### config.mk
export PLATFORM = sky130hd
export DESIGN_NAME = sbus_frame_receiver
export DESIGN_NICKNAME = d
export VERILOG_FILES = /design/src/rtl/sbusr_pkg.sv /design/src/rtl/sbusr_front.sv /design/src/rtl/sbusr_fifo.sv /design/src/rtl/sbusr_back.sv /design/src/rtl/sbus_frame_receiver.sv
export SDC_FILE = /design/constraint.sdc
export NUM_CORES = 1
export LEC_CHECK = 0
export ABC_AREA = 1
export BUFFER_PORTS_ARGS = -buffer_cell sky130_fd_sc_hd__buf_2
export CORE_MARGIN = 5
export CORE_UTILIZATION = 43
export DETAILED_ROUTE_END_ITERATION = 16
export PLACE_DENSITY_LB_ADDON = 0.12
export SYNTH_ARGS = -nofsm -noshare
export SYNTH_HDL_FRONTEND = slang
export SYNTH_SLANG_ARGS = --single-unit
### constraint.sdc
create_clock -name clk -period 16.1 [get_ports clk]
set_clock_uncertainty 0.1 [all_clocks]
set_input_delay 1.61 -clock clk [delete_from_list [all_inputs] [get_ports clk]]
set_output_delay 1.61 -clock clk [all_outputs]
set_load 0.01 [all_outputs]
### src/rtl/sbusr_pkg.sv
package sbusr_pkg;

	localparam int FRAME_LEN          = 25;
	localparam int ANALOG_CHANS       = 16;
	localparam int CHAN_COUNT         = 18;
	localparam int CHAN_BITS          = 11;
	localparam int ANALOG_BYTES       = 22;
	localparam int ANALOG_BITS        = ANALOG_BYTES * 8;
	localparam int FLAG_BYTE          = 23;
	localparam int TIME_WIDTH_DEFAULT = 32;
	localparam int QUEUE_DEPTH        = 2;

	localparam logic [7:0]  START_BYTE = 8'h0F;
	localparam logic [10:0] DIG_LOW    = 11'd172;
	localparam logic [10:0] DIG_HIGH   = 11'd1812;

	localparam logic [7:0] BIT_CH17 = 8'b0000_0001;
	localparam logic [7:0] BIT_CH18 = 8'b0000_0010;
	localparam logic [7:0] BIT_LOSS = 8'b0000_0100;
	localparam logic [7:0] BIT_FAIL = 8'b0000_1000;

	localparam logic [31:0] SYNC_GAP_RESET = 32'd3000;
	localparam logic [31:0] FAILSAFE_RESET = 32'd100000;

	localparam logic [2:0] ADDR_SYNC_GAP = 3'd0;
	localparam logic [2:0] ADDR_FAILSAFE = 3'd4;

	// One decoded-to-be frame handed from the byte front end to the channel emitter.
	typedef struct packed {
		logic                   lost;
		logic [7:0]             flags;
		logic [ANALOG_BITS-1:0] analog;
	} frame_entry_t;

endpackage

### src/rtl/sbusr_front.sv
module sbusr_front
	import sbusr_pkg::*;
#(
	parameter int TIME_WIDTH = TIME_WIDTH_DEFAULT
) (
	input  logic         clk,
	input  logic         arst_n,
	input  logic         in_valid,
	output logic         in_ready,
	input  logic [7:0]   rx_byte,
	input  logic [31:0]  now_us,
	input  logic         rx_error,
	input  logic [31:0]  sync_gap_us,
	input  logic [31:0]  failsafe_us,
	output logic         push,
	output frame_entry_t push_entry,
	input  logic         queue_full
);

	typedef enum logic [1:0] {
		MODE_HUNT,
		MODE_COLLECT,
		MODE_SYNC
	} mode_t;

	mode_t                 mode_q;
	logic [4:0]            cnt_q;
	logic [7:0]            buf_q [FRAME_LEN];
	logic [TIME_WIDTH-1:0] last_q;

	logic                  accept;
	logic [TIME_WIDTH-1:0] now_t;
	logic [TIME_WIDTH-1:0] dt;
	logic                  timeout;
	logic                  gap_ok;
	logic                  hunting;
	logic                  complete;
	logic [4:0]            widx;
	logic [7:0]            byte0;
	logic                  start_ok;
	logic                  clear_b0;

	assign in_ready = !queue_full;
	assign accept   = in_valid && in_ready;
	assign now_t    = TIME_WIDTH'(now_us);
	assign dt       = now_t - last_q;
	assign timeout  = !(dt < TIME_WIDTH'(failsafe_us));
	assign gap_ok   = dt > TIME_WIDTH'(sync_gap_us);
	assign hunting  = (mode_q != MODE_COLLECT) && (mode_q != MODE_SYNC);

	always_comb begin
		unique case (mode_q)
			MODE_COLLECT: begin
				widx     = cnt_q + 5'd1;
				complete = (cnt_q == 5'(FRAME_LEN - 2));
			end
			MODE_SYNC: begin
				widx     = cnt_q;
				complete = (cnt_q == 5'(FRAME_LEN - 1));
			end
			default: begin
				widx     = 5'd0;
				complete = 1'b1;
			end
		endcase
	end

	// While hunting the start byte is the one arriving now; otherwise it is already stored.
	assign byte0    = hunting ? rx_byte : buf_q[0];
	assign start_ok = (byte0 == START_BYTE);

	// Byte 0 survives a completed chunk only when a start byte is found while hunting.
	assign clear_b0 = complete && (timeout || !hunting || !(gap_ok && start_ok));

	assign push = accept && !rx_error && complete && (timeout || (!hunting && start_ok));

	// At completion the current byte lands in byte 0 or 24, so the snapshot is the stored bytes.
	always_comb begin
		for (int i = 0; i < ANALOG_BYTES; i++) begin
			push_entry.analog[8*i +: 8] = buf_q[i+1];
		end
		push_entry.flags = buf_q[FLAG_BYTE];
		push_entry.lost  = timeout || ((buf_q[FLAG_BYTE] & (BIT_LOSS | BIT_FAIL)) != 8'd0);
	end

	always_ff @(posedge clk or negedge arst_n) begin
		if (!arst_n) begin
			mode_q <= MODE_HUNT;
			cnt_q  <= 5'd0;
			last_q <= '0;
			for (int i = 0; i < FRAME_LEN; i++) begin
				buf_q[i] <= 8'd0;
			end
		end else if (accept) begin
			if (rx_error) begin
				mode_q   <= MODE_HUNT;
				cnt_q    <= 5'd0;
				buf_q[0] <= 8'd0;
			end else begin
				if (!(clear_b0 && (widx == 5'd0))) begin
					buf_q[widx] <= rx_byte;
				end
				if (clear_b0) begin
					buf_q[0] <= 8'd0;
				end
				if (!complete) begin
					cnt_q <= cnt_q + 5'd1;
				end else begin
					cnt_q  <= 5'd0;
					last_q <= now_t;
					if (timeout) begin
						mode_q <= MODE_HUNT;
					end else if (!hunting) begin
						mode_q <= start_ok ? MODE_SYNC : MODE_HUNT;
					end else if (gap_ok && start_ok) begin
						mode_q <= MODE_COLLECT;
					end else begin
						mode_q <= MODE_HUNT;
					end
				end
			end
		end
	end

endmodule

### src/rtl/sbusr_fifo.sv
module sbusr_fifo
	import sbusr_pkg::*;
(
	input  logic         clk,
	input  logic         arst_n,
	input  logic         push,
	input  frame_entry_t push_entry,
	output logic         full,
	input  logic         pop,
	output frame_entry_t pop_entry,
	output logic         empty
);

	localparam int PtrW = (QUEUE_DEPTH > 1) ? $clog2(QUEUE_DEPTH) : 1;
	localparam int CntW = $clog2(QUEUE_DEPTH + 1);

	frame_entry_t    mem_q [QUEUE_DEPTH];
	logic [PtrW-1:0] wr_q;
	logic [PtrW-1:0] rd_q;
	logic [CntW-1:0] cnt_q;

	assign full      = (cnt_q == CntW'(QUEUE_DEPTH));
	assign empty     = (cnt_q == '0);
	assign pop_entry = mem_q[rd_q];

	always_ff @(posedge clk) begin
		if (push) begin
			mem_q[wr_q] <= push_entry;
		end
	end

	always_ff @(posedge clk or negedge arst_n) begin
		if (!arst_n) begin
			wr_q  <= '0;
			rd_q  <= '0;
			cnt_q <= '0;
		end else begin
			if (push) begin
				wr_q <= (wr_q == PtrW'(QUEUE_DEPTH - 1)) ? '0 : wr_q + 1'b1;
			end
			if (pop) begin
				rd_q <= (rd_q == PtrW'(QUEUE_DEPTH - 1)) ? '0 : rd_q + 1'b1;
			end
			if (push && !pop) begin
				cnt_q <= cnt_q + 1'b1;
			end else if (pop && !push) begin
				cnt_q <= cnt_q - 1'b1;
			end
		end
	end

endmodule

### src/rtl/sbusr_back.sv
module sbusr_back
	import sbusr_pkg::*;
(
	input  logic         clk,
	input  logic         arst_n,
	input  logic         queue_empty,
	input  frame_entry_t queue_entry,
	output logic         pop,
	output logic         out_valid,
	input  logic         out_ready,
	output logic [4:0]   chan_index,
	output logic [10:0]  chan_value,
	output logic         signal_lost,
	output logic         last_of_frame
);

	logic                   busy_q;
	logic [4:0]             k_q;
	logic [ANALOG_BITS-1:0] sh_q;
	logic [7:0]             flags_q;
	logic                   lost_q;
	logic                   out_valid_q;

	logic                   adv;
	logic                   last_k;
	logic [10:0]            val;

	assign adv    = busy_q && (!out_valid_q || out_ready);
	assign last_k = (k_q == 5'(CHAN_COUNT - 1));
	assign pop    = !queue_empty && (!busy_q || (adv && last_k));

	always_comb begin
		if (k_q < 5'(ANALOG_CHANS)) begin
			val = sh_q[CHAN_BITS-1:0];
		end else if (last_k) begin
			val = ((flags_q & BIT_CH18) != 8'd0) ? DIG_HIGH : DIG_LOW;
		end else begin
			val = ((flags_q & BIT_CH17) != 8'd0) ? DIG_HIGH : DIG_LOW;
		end
	end

	always_ff @(posedge clk) begin
		if (pop) begin
			sh_q    <= queue_entry.analog;
			flags_q <= queue_entry.flags;
			lost_q  <= queue_entry.lost;
		end else if (adv) begin
			sh_q <= sh_q >> CHAN_BITS;
		end
		if (adv) begin
			chan_index    <= k_q;
			chan_value    <= val;
			signal_lost   <= lost_q;
			last_of_frame <= last_k;
		end
	end

	always_ff @(posedge clk or negedge arst_n) begin
		if (!arst_n) begin
			busy_q      <= 1'b0;
			k_q         <= 5'd0;
			out_valid_q <= 1'b0;
		end else begin
			if (adv) begin
				out_valid_q <= 1'b1;
			end else if (out_ready) begin
				out_valid_q <= 1'b0;
			end
			if (pop) begin
				busy_q <= 1'b1;
				k_q    <= 5'd0;
			end else if (adv) begin
				if (last_k) begin
					busy_q <= 1'b0;
				end
				k_q <= k_q + 5'd1;
			end
		end
	end

	assign out_valid = out_valid_q;

endmodule

### src/rtl/sbus_frame_receiver.sv
// SBUS frame receiver. Each transfer on the input channel is one UART byte with its
// microsecond timestamp and receive-error flag; a byte is taken every clock cycle
// unless the frame queue is full. A completed good frame, or any completed chunk after
// a gap of failsafe_us or more, produces 18 channel transfers on the output channel,
// one per cycle while out_ready is high, with last_of_frame marking channel 17. The
// back end emits a frame's channels one after another; a two-frame queue between the
// byte decoder and the channel emitter absorbs that burst, so input stalls only when two
// frames are already waiting. Registers sit at byte address 0 (sync_gap_us) and 4
// (failsafe_us); address bits below bit 2 are ignored.
module sbus_frame_receiver
	import sbusr_pkg::*;
#(
	parameter int TIME_WIDTH = TIME_WIDTH_DEFAULT
) (
	input  logic        clk,
	input  logic        arst_n,
	input  logic        psel,
	input  logic        penable,
	input  logic        pwrite,
	input  logic [2:0]  paddr,
	input  logic [31:0] pwdata,
	output logic [31:0] prdata,
	output logic        pready,
	input  logic        in_valid,
	output logic        in_ready,
	input  logic [7:0]  rx_byte,
	input  logic [31:0] now_us,
	input  logic        rx_error,
	output logic        out_valid,
	input  logic        out_ready,
	output logic [4:0]  chan_index,
	output logic [10:0] chan_value,
	output logic        signal_lost,
	output logic        last_of_frame
);

	logic [31:0]  sync_gap_q;
	logic [31:0]  failsafe_q;
	logic         wr_en;
	logic [2:0]   reg_addr;

	logic         push;
	frame_entry_t push_entry;
	logic         queue_full;
	logic         pop;
	frame_entry_t pop_entry;
	logic         queue_empty;

	assign pready   = 1'b1;
	assign wr_en    = psel && penable && pwrite;
	assign reg_addr = {paddr[2], 2'b00};

	always_comb begin
		unique case (reg_addr)
			ADDR_FAILSAFE: prdata = failsafe_q;
			default:       prdata = sync_gap_q;
		endcase
	end

	always_ff @(posedge clk or negedge arst_n) begin
		if (!arst_n) begin
			sync_gap_q <= SYNC_GAP_RESET;
			failsafe_q <= FAILSAFE_RESET;
		end else if (wr_en) begin
			unique case (reg_addr)
				ADDR_FAILSAFE: failsafe_q <= pwdata;
				default:       sync_gap_q <= pwdata;
			endcase
		end
	end

	sbusr_front #(
		.TIME_WIDTH(TIME_WIDTH)
	) u_front (
		.clk        (clk),
		.arst_n     (arst_n),
		.in_valid   (in_valid),
		.in_ready   (in_ready),
		.rx_byte    (rx_byte),
		.now_us     (now_us),
		.rx_error   (rx_error),
		.sync_gap_us(sync_gap_q),
		.failsafe_us(failsafe_q),
		.push       (push),
		.push_entry (push_entry),
		.queue_full (queue_full)
	);

	sbusr_fifo u_fifo (
		.clk       (clk),
		.arst_n    (arst_n),
		.push      (push),
		.push_entry(push_entry),
		.full      (queue_full),
		.pop       (pop),
		.pop_entry (pop_entry),
		.empty     (queue_empty)
	);

	sbusr_back u_back (
		.clk          (clk),
		.arst_n       (arst_n),
		.queue_empty  (queue_empty),
		.queue_entry  (pop_entry),
		.pop          (pop),
		.out_valid    (out_valid),
		.out_ready    (out_ready),
		.chan_index   (chan_index),
		.chan_value   (chan_value),
		.signal_lost  (signal_lost),
		.last_of_frame(last_of_frame)
	);

endmodule
==> results.md <==
* Seq pwr share at 42.2%
* Hold Path End: u_fifo.mem_q[0][106]$_DFFE_PP_
* Main area contributors after synthesis: edfxtp_1 45%, dfrtp_1 20%, nand2_1 11%
* PostCTS Resize Cnt at 0
* Peak VDD IR at 0.107 mV
* Switching Fraction at 34.2%
* Leakage power at 17.7 nW
* DRC Markers at 0
* Status: finished, final reports clean
* Fin. max-slew vios at 0
* Syn Area/Cell at 10.9 um^2
* Hpwl dp at 52.6 mm
* Worst setup EP type: flop
* Grt total ovfl at 0
* Most common cell on crit path: inv_1
* Seq/Total Area, Yosys at 65.5%
* DR iter-0 viols at 1,770
* Required @ worst endpoint at 16,280 ps
* Core Rows at 107
* Slew at the pin closest to its max-slew limit at 1380 ps
* Share of cells above drive strength 1 at 11.0%
* RSZ-0062 raised after global routing: false
* Post-synth top area share at 45.0%
* Min cycle time layout at 7330 ps
* Cell Pwr Density at 178 mW/mm^2
* Max_cap viols at 0
* Setup WS pre-CTS at 8040 ps
* Ant diodes at 0
* Critical path peak fanout at 59
* Number of fill cells in the layout at 7,728
* Synth Warn # at 0
* Vias/cell at 5.37
* Gate power share at 28.5%
* Met3 WL at 3.88 mm
* DRT Pass-1 Iters at 5
* Vias in the first global route at 25,600
* Worst Path Arrival at 7500 ps
* P_int at 0.00490 W
* CP Launch Type: primary input
* Chip width at 303 um
* Die Height at 303 um
* Setup Viol. Count Final at 0
* Clock transition at path regs at 60 ps
* I/O Buffers at 132
* Slowest stage cell, crit path: buf_4
* CTS tree: yes
* Clock root cell: clkbuf_16
* RD Place Congestion at 0.856
* TNS Setup at 0 ps
* Slew headroom at 8.31%
* First-pass GRT wire length at 146 mm
* Total I/O pin count at 136
* WL/cell at 19.6 um
* Net switching power at 0.00255 W
* Reg2Reg Launch Point: u_front.last_q[0]$_DFFE_PN0P_
* Met1 Wirelength at 40.8 mm
* Clk Latency, worst-skew pair at 670 ps
* Total CTS buffers at 94
* R2R setup slack at 9570 ps
* WL met2 at 45.4 mm
* Period utilization at 45.5%
* Most common cell after layout, fill and taps aside: nand2_1
* Post-DRT Antenna Nets at 0
* Power share of the clock group at 29.3%
* Post-CTS Setup Inserts at 0
* Ys flop type: edfxtp_1
* Hold path cells at 0
* H-tree level count at 3
* Gate Count Post-Synth at 3,408
* FFs w/ async S/R, synth at 35.2%
* Worst Setup Slack, final at 8770 ps
* Max layer used: met4
* Area growth syn-to-layout at 12.8%
* Post-synth EDFFs at 555
* Crit Path Category: primary input to flop
* Fin. Hold Viols at 0
* Largest area contributor in the netlist: edfxtp_1
* Commonest non-fill, non-tap cells in the layout: 1,059 x nand2_1, 555 x edfxtp_1, 288 x dfrtp_1
* Clock buffer depth at 3
* R2r endpoint: u_fifo.mem_q[1][80]$_DFFE_PP_
* Cell variety after synth at 52
* Hold_sp: u_front.push_entry[106]$_DFFE_PN0P_
* Clk sinks at 857
* Synthesized area at 0.0370 mm^2
* GRT Util Overall at 20.1%
* Final wirelength at 92.5 mm
* CORE AREA at 0.0853 mm^2
* Syn Nets at 3,595
* Total power at 0.00745 W
* Die area at 0.0921 mm^2
* Yosys reg bits at 857
* Maximum clock rate at 137 MHz
* Largest net degree at the start of global routing at 194
* Hold WC Path Type: flop to flop
* Initial Util at 43.4%
* Fin util at 49.0%
* Net count, final at 3,682
* Worst Reg-to-Reg Cells at 25
* Worst path max stage delay at 860 ps
* Vias at 25,300
* CTS Hold Bufs at 0
* Initial antenna violation count at 0
[sequential cells by signal (all words and copies together) (netlist names), 5 cells and up]
name	cells
u_fifo.mem_q	358
u_front.push_entry	180
u_back.sh_q	176
failsafe_q	32
sync_gap_q	32
u_front.last_q	32
u_back.chan_value	11
u_front.buf_q	8
u_back.chan_index	5
u_back.k_q	5
u_front.cnt_q	5
[kinds of logic after synthesis]
logic type / Yosys count / synth area share [%]
buffers and inverters: 383 / 4.53
flip-flops: 857 / 65.5
adder cells (fa/ha/maj): 104 / 3.53
XOR/XNOR: 37 / 0.875
AND/OR/NAND/NOR: 1600 / 19.0
AO/OA/AOI/OAI: 426 / 6.60
other: 1 / 0.0101
[synthesized netlist by cell type, types with 13 or more instances]
master / count
nand2_1: 1062
edfxtp_1: 555
dfrtp_1: 289
nor2_1: 236
inv_1: 208
nand4_1: 199
a31oi_1: 170
o21ai_0: 152
ha_1: 103
clkbuf_1: 96
a21oi_1: 75
buf_2: 39
nand3_1: 27
xor2_1: 27
nand3_4: 21
buf_6: 18
nor2_4: 15
nor3_1: 15
dfstp_2: 13
[worst max-delay path, delay by kind of cell]
kind,cells,cell delay [ps]
AND/OR/NAND/NOR,11,1680
AO/OA/AOI/OAI,4,1010
adder cells (fa/ha/maj),3,850
buffers and inverters,9,2300
[worst max path at each step]
stage	slack [ps]	startpoint	end	cells past startpoint
finish	8770	now_us[0]	u_fifo.mem_q[1][80]$_DFFE_PP_	27
global route	8440	now_us[0]	u_fifo.mem_q[1][74]$_DFFE_PP_	27
CTS	8740	now_us[0]	u_fifo.mem_q[1][85]$_DFFE_PP_	27
detailed placement	8040	now_us[0]	u_fifo.mem_q[1][85]$_DFFE_PP_	27
global placement	8080	now_us[0]	u_fifo.mem_q[1][85]$_DFFE_PP_	27
floorplan	3360	now_us[0]	u_fifo.mem_q[1][0]$_DFFE_PP_	24
[metrics by stage]
step           hold slack [ps]  instances  cell area, um^2
2_1_floorplan              300       3408            37000
3_3_place_gp               342       4543            38600
4_1_cts                    350       4718            41800
3_5_place_dp               337       4543            38600
6_report                   350       4718            41800
5_1_grt                    368       4718            41800
[layer usage]
| metal | track usage, % | vias up |
|---|---|---|
| met5 | 0 | - |
| met4 | 5.37 | 0 |
| met3 | 2.88 | 154 |
| met2 | 34.4 | 557 |
| met1 | 27.2 | 12700 |
| li1 | - | 11900 |
[power by group through the flow]
stage / combinational, W / sequential, W / clock (W)
finish: 0.00213 / 0.00314 / 0.00218
detailed placement: 0.00215 / 0.00318 / 0
global route: 0.00240 / 0.00318 / 0.00233
global placement: 0.00210 / 0.00318 / 0
floorplan: 0.00146 / 0.00321 / 0
CTS: 0.00216 / 0.00314 / 0.00223
[area by class of cell]
type                       count  area (um^2)  area share [%]
sequential                   857        24200            58.0
multi-input combinational   2168        11100            26.7
clock buffer                 127         2620            6.26
tap                         1144         1430            3.43
timing repair buffer         159          923            2.21
inverter                     215          822            1.97
clock inverter                48          582            1.39
(Power assumes the default switching activity.)
